## config.mk

```make
export PLATFORM = sky130hd
export DESIGN_NAME = huf_ctrl
export DESIGN_NICKNAME = d
export VERILOG_FILES = /design/src/hw/rtl/huf_pkg.sv /design/src/hw/rtl/huf_ctrl.sv
export SDC_FILE = /design/constraint.sdc
export NUM_CORES = 1
export LEC_CHECK = 0
export ABC_CLOCK_PERIOD_IN_PS = 3800
export BUFFER_PORTS_ARGS = -buffer_cell sky130_fd_sc_hd__buf_2
export CAP_MARGIN = 10
export CORE_AREA = 2 2 39 41
export CTS_CLUSTER_SIZE = 28
export DETAILED_ROUTE_END_ITERATION = 12
export DIE_AREA = 0 0 41 43
export HOLD_SLACK_MARGIN = 0.05
export PLACE_DENSITY = 0.57
export SKIP_LAST_GASP = 1
export SLEW_MARGIN = 20
export SYNTH_ARGS = -nofsm -noshare
export SYNTH_HDL_FRONTEND = slang
export SYNTH_SLANG_ARGS = --single-unit
```

## constraint.sdc

```tcl
create_clock -name clk -period 3.8 [get_ports clk]
set_clock_uncertainty 0.05 [all_clocks]
set_input_delay 0.57 -clock clk [delete_from_list [all_inputs] [get_ports clk]]
set_output_delay 0.57 -clock clk [all_outputs]
set_load 0.005 [all_outputs]
```

## src/hw/rtl/huf_pkg.sv

```systemverilog
`default_nettype none

package huf_pkg;

  // Table geometry and field widths
  localparam int NODE_DEPTH    = 512;
  localparam int BITS_PER_BYTE = 8;
  localparam int IDX_W         = 9;
  localparam int SYM_W         = 8;
  localparam int CNT_W         = 32;
  localparam int OP_W          = 2;
  localparam int CFG_IDX_W     = 1;
  localparam int NODE_AW       = $clog2(NODE_DEPTH);
  localparam int BCNT_W        = $clog2(BITS_PER_BYTE);

  // Opcodes
  localparam logic [OP_W-1:0] OP_LOAD  = 2'd0;
  localparam logic [OP_W-1:0] OP_DATA  = 2'd1;
  localparam logic [OP_W-1:0] OP_START = 2'd2;

  // Configuration register indexes
  localparam logic [CFG_IDX_W-1:0] CFG_ROOT  = 1'd0;
  localparam logic [CFG_IDX_W-1:0] CFG_TOTAL = 1'd1;

  // One node table entry; a leaf keeps its symbol in the low bits of right
  typedef struct packed {
    logic             leaf;
    logic [IDX_W-1:0] left;
    logic [IDX_W-1:0] right;
  } node_t;

  // Node table read address source
  typedef enum logic [1:0] {
    RD_CURSOR,
    RD_CHILD,
    RD_ROOT
  } rd_src_t;

  // Walk cursor update source
  typedef enum logic [1:0] {
    CUR_HOLD,
    CUR_CHILD,
    CUR_ROOT
  } cur_src_t;

  // Controller to datapath
  typedef struct packed {
    logic     mem_wr;
    logic     start;
    logic     byte_ld;
    rd_src_t  rd_src;
    cur_src_t cur_src;
    logic     peek;
    logic     bit_adv;
    logic     emit;
    logic     drain;
  } dp_cmd_t;

  // Datapath to controller
  typedef struct packed {
    logic rd_leaf;
    logic bit_last;
    logic cnt_lt_total;
    logic pend_valid;
    logic out_free;
  } dp_sts_t;

endpackage

`default_nettype wire

```

## src/hw/rtl/huf_ctrl.sv

```systemverilog
`default_nettype none

module huf_ctrl (
  input  wire logic                    clk,
  input  wire logic                    rst_n,
  input  wire logic                    in_valid,
  input  wire logic [huf_pkg::OP_W-1:0] in_opcode,
  output logic                         in_ready,
  input  wire huf_pkg::dp_sts_t        sts,
  output huf_pkg::dp_cmd_t             cmd
);
  import huf_pkg::*;

  typedef enum logic [3:0] {
    S_IDLE  = 4'b0001,
    S_WALK  = 4'b0010,
    S_CHECK = 4'b0100,
    S_DRAIN = 4'b1000
  } state_t;

  state_t state_r;
  state_t state_nxt;

  always_ff @(posedge clk) begin
    if (!rst_n) begin
      state_r <= S_IDLE;
    end else begin
      state_r <= state_nxt;
    end
  end

  always_comb begin
    state_nxt   = state_r;
    in_ready    = 1'b0;
    cmd         = '0;
    cmd.rd_src  = RD_CURSOR;
    cmd.cur_src = CUR_HOLD;

    unique case (state_r)
      S_IDLE: begin
        in_ready = 1'b1;
        if (in_valid) begin
          unique case (in_opcode)
            OP_LOAD:  cmd.mem_wr = 1'b1;
            OP_START: cmd.start  = 1'b1;
            OP_DATA: begin
              cmd.byte_ld = 1'b1;
              state_nxt   = S_WALK;
            end
            default: ;
          endcase
        end
      end

      // Read data is the entry under the cursor
      S_WALK: begin
        if (sts.rd_leaf) begin
          // Cursor parked on a leaf root: burn the bit, reload the root
          cmd.cur_src = CUR_ROOT;
          cmd.rd_src  = RD_ROOT;
          cmd.bit_adv = 1'b1;
          if (sts.bit_last) begin
            state_nxt = S_DRAIN;
          end
        end else begin
          cmd.cur_src = CUR_CHILD;
          cmd.rd_src  = RD_CHILD;
          state_nxt   = S_CHECK;
        end
      end

      // Read data is the child just taken
      S_CHECK: begin
        if (sts.rd_leaf) begin
          if (sts.cnt_lt_total && sts.pend_valid && !sts.out_free) begin
            cmd.rd_src = RD_CURSOR;
          end else begin
            cmd.emit    = sts.cnt_lt_total;
            cmd.cur_src = CUR_ROOT;
            cmd.rd_src  = RD_ROOT;
            cmd.bit_adv = 1'b1;
            state_nxt   = sts.bit_last ? S_DRAIN : S_WALK;
          end
        end else begin
          cmd.bit_adv = 1'b1;
          if (sts.bit_last) begin
            state_nxt = S_DRAIN;
          end else begin
            cmd.peek    = 1'b1;
            cmd.cur_src = CUR_CHILD;
            cmd.rd_src  = RD_CHILD;
          end
        end
      end

      S_DRAIN: begin
        if (!sts.pend_valid) begin
          state_nxt = S_IDLE;
        end else if (sts.out_free) begin
          cmd.drain = 1'b1;
          state_nxt = S_IDLE;
        end
      end

      default: state_nxt = S_IDLE;
    endcase
  end

endmodule

`default_nettype wire

```

==> impl_metrics.csv, run 1 <==
group,metric,value,unit
timing,post-route-min-period,2050,ps
synthesis,syn-instance-count,55,
placed_design,port_buffers,21,
floorplan,initial_core_util,30.7,%
final_layout,fillers,152,
final_layout,post_route_cells_drive_above_1_share,36.8,%
clock_tree,cts_setup_buffers,0,
timing,worst_pin_slew,374,ps
clock_tree,tritoncts,"yes",
timing,hold_viol_final,0,
routing,via_count,464,
routing,dr.pass1.iters,4,
timing,relSlewSlack,75.1,%
routing,ant_nets,0,
timing,fin_setup_tns,0,ps
critical_path,r2r.worst_path.cells,4,
grt,groute.usage.overall,13.2,%
final_layout,antennaDiodeCount,0,
clock_tree,cts_max_path_buffers,2,
timing,unrepaired_setup_endpoints_after_global_routing,"false",
clock_tree,cts_inserted_buffers,3,
final_layout,final_area,547,um2
placed_design,globalplace.congestion,0.672,
grt,global_route.overflow_total,0,
critical_path,timing.critical_path.fanout_max,9,
routing,totalWireLength,989,um
routing,topRoutingLayerUsed,"met4",
routing,vias_per_cell,5.04,
timing,final-setup-viol-count,0,
critical_path,critical_path.endpoint_type,"output port",
synthesis,synth_seq_cells,4,
floorplan,floorplan.io_pins,22,
power,cell_area_power_density,350,mW/mm2
critical_path,worst_ep_required_time,3180,ps
final_layout,final-seq-area,80.1,um2
final_layout,largest_register,"state_r",
timing,timing.fmax,0.487,GHz
floorplan,die-width,41,um
worst_hold_path,classification_of_the_worst_slack_hold_path,"in -> reg",
critical_path,worstReg2RegStart,"state_r[2]",
worst_hold_path,hold_path.startpoint,"rst_n",
final_layout,largestRegisters,"state_r: 4 flops",
routing,avgRoutedWirePerCell,10.8,um
clock_tree,clock_tree.root_cell,"sky130_fd_sc_hd__clkbuf_4",
routing,drcViolationCount,0,
worst_hold_path,hold_path_end,"state_r[0]",
final_layout,area.growth.synth_to_final,28.5,%
clock_tree,clock_pin_transition_on_the_worst_setup_and_hold_timing_paths,30,ps
critical_path,startpoint_type,"flip-flop",
clock_tree,htree_num_levels,1,
final_layout,max_ffs_per_register,4,
routing,first_iter_violations,3,
floorplan,dieHeight,43,um
synthesis,ys_warnings,0,
synthesis,synth_sequential_area_ratio,18.8,%
clock_tree,clock-sinks,4,
run,drv_cap,0,
power,ir_drop,0.137,mV
critical_path,worst_endpoint_data_arrival_time,1430,ps
critical_path,timing.critical_path.from,"state_r[2]",
grt,antenna_found_initial,0,
final_layout,multi_input_area,304,um2
synthesis,syn_avg_cell_area,7.73,um2
routing,sum_of_met2_wire_segment_lengths_after_detailed_routing,462,um
clock_tree,holdBufCountCts,0,
timing,report.final.slew_viol_count,0,
grt,via_count_of_the_first_global_routing_pass,401,
floorplan,fp.dieArea,0.00176,mm2
synthesis,synthDistinctLibCells,33,
floorplan,core,0.00138,mm2
grt,grt_pass1_wl,1570,um
clock_tree,ctsResizeCount,0,
critical_path,timing.reg2reg.setup_slack,2270,ps
placed_design,place_hpwl,834,um
routing,met1_length,439,um
synthesis,syn_nets,65,
critical_path,reg2reg_to,"state_r[3]",
grt,grt_start_max_net_pins,10,
routing,detailroute.wirelength.met3,69,um
final_layout,layout.nets,88,
floorplan,core.rowCount,14,
clock_tree,worstSkewPairLatency,230,ps
synthesis,post_synth_instance_area,425,um2
critical_path,timing_worst_setup_path_type,"reg -> out",
worst_hold_path,min_delay_path_depth,2,
timing,ratio_of_final_minimum_period_to_clock_period,54.0,%
placed_design,placement.cell_area,524,um2
power,cell_leakage_power,0.000287,uW
run_status,result_of_the_run,"complete, no violations",
## metal layers
metal	GRT usage, %	vias up
li1	-	242
met1	15.3	204
met2	19.7	16
met3	1.57	2
met4	12.0	0
met5	0	-
## cell type report
| class | instances | share of cell area, % |
|---|---|---|
| clock buffer | 3 | 4.12 |
| inverter | 4 | 2.75 |
| multi-input combinational | 44 | 55.6 |
| sequential | 4 | 14.6 |
| tap | 16 | 3.66 |
| timing repair buffer | 21 | 19.2 |
## synthesized netlist by cell type
library cell / n / share of area [%]
sky130_fd_sc_hd__o21ai_2: 1 / 2.1
sky130_fd_sc_hd__buf_6: 1 / 2.6
sky130_fd_sc_hd__a22o_1: 1 / 2.1
sky130_fd_sc_hd__buf_4: 2 / 3.5
sky130_fd_sc_hd__nand3b_1: 1 / 1.8
sky130_fd_sc_hd__nor4b_4: 1 / 5.6
sky130_fd_sc_hd__mux2i_1: 1 / 2.4
sky130_fd_sc_hd__nor2_1: 8 / 7.1
sky130_fd_sc_hd__o21ai_1: 1 / 1.2
sky130_fd_sc_hd__and2b_2: 1 / 2.1
sky130_fd_sc_hd__nor3b_1: 2 / 3.5
sky130_fd_sc_hd__and2b_4: 1 / 2.4
sky130_fd_sc_hd__a32o_1: 1 / 2.4
sky130_fd_sc_hd__a21oi_1: 2 / 2.4
sky130_fd_sc_hd__and2_1: 1 / 1.5
sky130_fd_sc_hd__a211oi_1: 1 / 1.8
sky130_fd_sc_hd__nor4_1: 2 / 2.9
sky130_fd_sc_hd__or2_1: 1 / 1.5
sky130_fd_sc_hd__dfxtp_1: 4 / 19
sky130_fd_sc_hd__a2bb2oi_1: 1 / 2.1
sky130_fd_sc_hd__nand4b_1: 1 / 2.1
sky130_fd_sc_hd__nand3_1: 1 / 1.2
sky130_fd_sc_hd__and3b_1: 1 / 2.1
sky130_fd_sc_hd__nand2b_1: 1 / 1.5
sky130_fd_sc_hd__nand2_1: 4 / 3.5
sky130_fd_sc_hd__nand4_1: 1 / 1.5
sky130_fd_sc_hd__a311o_1: 1 / 2.4
sky130_fd_sc_hd__and4bb_1: 1 / 2.9
sky130_fd_sc_hd__inv_1: 4 / 3.5
sky130_fd_sc_hd__and4b_1: 1 / 2.4
sky130_fd_sc_hd__a21boi_1: 1 / 1.8
sky130_fd_sc_hd__nor2b_1: 2 / 2.9
sky130_fd_sc_hd__and3_1: 2 / 2.9
## critical path, cell delays in order, from the launching register on
cell	delay, ps
sky130_fd_sc_hd__dfxtp_1	530
sky130_fd_sc_hd__and2b_2	300
sky130_fd_sc_hd__o21ai_1	180
sky130_fd_sc_hd__inv_1	70
sky130_fd_sc_hd__buf_2	120
## cell usage in the layout (no fill, tap or decap), types with 2 or more instances in the layout
master / netlist / routed
sky130_fd_sc_hd__buf_2: 0 / 21
sky130_fd_sc_hd__nor2_1: 8 / 8
sky130_fd_sc_hd__nand2_1: 4 / 4
sky130_fd_sc_hd__inv_1: 4 / 4
sky130_fd_sc_hd__dfxtp_1: 4 / 4
sky130_fd_sc_hd__clkbuf_4: 0 / 3
sky130_fd_sc_hd__nor3b_1: 2 / 2
sky130_fd_sc_hd__a21oi_1: 2 / 2
sky130_fd_sc_hd__nor4_1: 2 / 2
sky130_fd_sc_hd__nor2b_1: 2 / 2
sky130_fd_sc_hd__and3_1: 2 / 2
## kinds of logic (layout without fill, tap and decap cells)
| logic type | count (synthesis) | after routing | synth area share, % |
|---|---|---|---|
| and+or+nand+nor | 33 | 33 | 51.2 |
| DFF | 4 | 4 | 18.8 |
| buffers and inverters | 7 | 28 | 9.70 |
| muxes | 1 | 1 | 2.35 |
| AOI/OAI and AO/OA | 10 | 10 | 17.9 |
## stage by stage
step | power, uW | hold WS [ps] | util (%) | cells | setup slack, ps
6_report | 191 | 499 | 39.5 | 92 | 1750
2_1_floorplan | 117 | 555 | - | 55 | 2030
3_3_place_gp | 142 | 618 | 37.9 | 89 | 1920
4_1_cts | 196 | 494 | 39.5 | 92 | 1740
5_1_grt | 206 | 511 | 39.5 | 92 | 1630
3_5_place_dp | 142 | 626 | 37.9 | 89 | 1920
## worst max path at each step
| stage | slack [ps] | cells after the start | to |
|---|---|---|---|
| 6_report | 1750 | 4 | cmd[6] |
| 5_1_grt | 1630 | 5 | cmd[7] |
| 4_1_cts | 1740 | 4 | cmd[6] |
| 3_5_place_dp | 1920 | 6 | cmd[7] |
| 3_3_place_gp | 1920 | 4 | cmd[1] |
| 2_1_floorplan | 2030 | 5 | cmd[7] |
## report_power, final
group / total, uW / internal [uW] / switching (uW)
combinational: 82.6 / 44.2 / 38.4
sequential: 58.3 / 47.7 / 10.6
clock: 50.2 / 35.2 / 15.1
(Power assumes the default switching activity.)
==> inputs of run 2 (changes only) <==
ABC_CLOCK_PERIOD_IN_PS = 1900   (was 3800)
clock period = 1.9 ns   (was 3.8 ns; I/O delays follow)
==> run 2 against run 1 <==
Clock power is 110% higher. Combinational power increased by 100%. Sequential share of layout area did not move. Flip-flop and latch count is the same. Sequential power rose by 100%. Clock-buffer cell count unchanged. Design area did not move. Hold slack got worse by 280 ps. Largest power group unchanged.
==> impl_metrics.csv, run 2 (same netlist as run 1, synthesis figures left out) <==
group,metric,value,unit
run_status,result_of_the_run,"complete, no violations",
floorplan,initial_core_util,30.7,%
floorplan,die-width,41,um
timing,worst_pin_slew,339,ps
critical_path,worst_endpoint_data_arrival_time,1440,ps
final_layout,most-common-layout-cells,"21 x sky130_fd_sc_hd__buf_2, 8 x sky130_fd_sc_hd__nor2_1, 4 x sky130_fd_sc_hd__nand2_1, 4 x sky130_fd_sc_hd__inv_1, 4 x sky130_fd_sc_hd__dfxtp_1",
placed_design,place_hpwl,791,um
final_layout,post_route_cells_drive_above_1_share,36.8,%
critical_path,critical_path.endpoint_type,"output port",
critical_path,worst_path_largest_cell_delay,510,ps
clock_tree,htree_num_levels,1,
final_layout,final_common_cell,"sky130_fd_sc_hd__buf_2",
critical_path,startpoint_type,"flip-flop",
timing,hold_viol_final,0,
grt,antenna_found_initial,0,
clock_tree,clock-sinks,4,
power,ir_drop,0.281,mV
grt,global_route.overflow_total,0,
routing,vias_per_cell,5.12,
routing,first_iter_violations,9,
grt,grt_start_max_net_pins,10,
placed_design,port_buffers,21,
final_layout,fillers,161,
power,sw_share,34.2,%
routing,dr.pass1.iters,4,
run,drv_cap,0,
final_layout,multi_input_area,304,um2
clock_tree,tritoncts,"yes",
critical_path,worst_ep_required_time,1560,ps
worst_hold_path,classification_of_the_worst_slack_hold_path,"in -> reg",
final_layout,max_ffs_per_register,4,
timing,final-setup-viol-count,0,
critical_path,timing_worst_setup_path_type,"reg -> out",
routing,drcViolationCount,0,
clock_tree,cts_max_path_buffers,2,
power,share_clk_of_total_power,26.9,%
timing,report.final.slew_viol_count,0,
final_layout,layout.nets,88,
routing,via_count,471,
critical_path,critPathSlowestCell,"sky130_fd_sc_hd__dfxtp_1",
timing,relSlewSlack,77.4,%
final_layout,largest_register,"state_r",
final_layout,largestRegisters,"state_r: 4 flops",
power,cell_area_power_density,707,mW/mm2
grt,groute.usage.overall,12.9,%
placed_design,placement.cell_area,524,um2
clock_tree,clock_tree.root_cell,"sky130_fd_sc_hd__clkbuf_4",
timing,worst_hold_slack,217,ps
floorplan,core.rowCount,14,
final_layout,final-seq-area,80.1,um2
timing,fin_setup_tns,0,ps
critical_path,path_cells,"and2b_2 -> o21ai_1 -> inv_1 -> buf_2",
routing,avgRoutedWirePerCell,10.9,um
routing,totalWireLength,1000,um
power,p_sw,132,uW
clock_tree,holdBufCountCts,0,
power,pwr-share-comb,42.8,%
timing,post-route-min-period,1770,ps
power,seqPwrFrac,30.2,%
grt,grt_pass1_wl,1570,um
power,power.internal,254,uW
critical_path,timing.reg2reg.setup_slack,370,ps
power,cell_leakage_power,0.000287,uW
clock_tree,cts_inserted_buffers,3,
power,total_power,386,uW
clock_tree,worstSkewPairLatency,230,ps
clock_tree,ctsResizeCount,0,
routing,ant_nets,0,
timing,timing.fmax,0.564,GHz
placed_design,globalplace.congestion,0.726,
floorplan,core,0.00138,mm2
timing,ratio_of_final_minimum_period_to_clock_period,93.3,%
final_layout,antennaDiodeCount,0,
floorplan,floorplan.io_pins,22,
timing,unrepaired_setup_endpoints_after_global_routing,"false",
clock_tree,cts_setup_buffers,0,
clock_tree,clock_pin_transition_on_the_worst_setup_and_hold_timing_paths,40,ps
floorplan,dieHeight,43,um
grt,via_count_of_the_first_global_routing_pass,397,
critical_path,timing.critical_path.fanout_max,9,
floorplan,fp.dieArea,0.00176,mm2
final_layout,area.growth.synth_to_final,28.5,%
final_layout,final_area,547,um2
[run 2: cell counts in the layout (fill, tap and decap cells not counted)]
No cell type changed its count.
[run 2: power groups by stage]
stage	Combinational [uW]	Sequential (uW)	Clock (uW)
6_report	166	117	104
5_1_grt	183	120	117
4_1_cts	167	118	108
3_5_place_dp	165	119	0
3_3_place_gp	168	119	0
2_1_floorplan	122	112	0
[run 2: path summary, 6_finish.rpt]
kind                                 start          to  cells after the start
worst max register to register  state_r[2]  state_r[3]                      4
worst min-delay path                 rst_n  state_r[0]                      2
worst max-delay path            state_r[2]      cmd[4]                      4
worst min register to register  state_r[1]  state_r[1]                      2
[run 2: metal layers]
| layer | up-vias | wire length [um] | track usage, % |
|---|---|---|---|
| met1 | 212 | 462 | 14.8 |
| met2 | 18 | 470 | 20.0 |
| li1 | 241 | - | - |
| met3 | 0 | 68 | 3.14 |
| met4 | 0 | 0 | 8.00 |
| met5 | - | 0 | 0 |
[run 2: worst max-delay path: cells and delay by family (launching register included)]
kind | cells | cell delay [ps]
and+or+nand+nor | 1 | 300
buffers and inverters | 2 | 200
DFF | 1 | 510
AOI/OAI and AO/OA | 1 | 200
[run 2: area by class of cell]
| cell class | instances | share of cell area, % |
|---|---|---|
| Clock buffer | 3 | 4.12 |
| Inverter | 4 | 2.75 |
| Sequential cell | 4 | 14.6 |
| Multi-Input combinational cell | 44 | 55.6 |
| Tap cell | 16 | 3.66 |
| Timing Repair Buffer | 21 | 19.2 |
[run 2: metrics by stage]
stage	util (%)	std cells	setup WS (ps)
4_1_cts	39.5	92	122
5_1_grt	39.5	92	28.0
3_3_place_gp	37.9	89	357
3_5_place_dp	37.9	89	371
6_report	39.5	92	128
2_1_floorplan	-	55	504
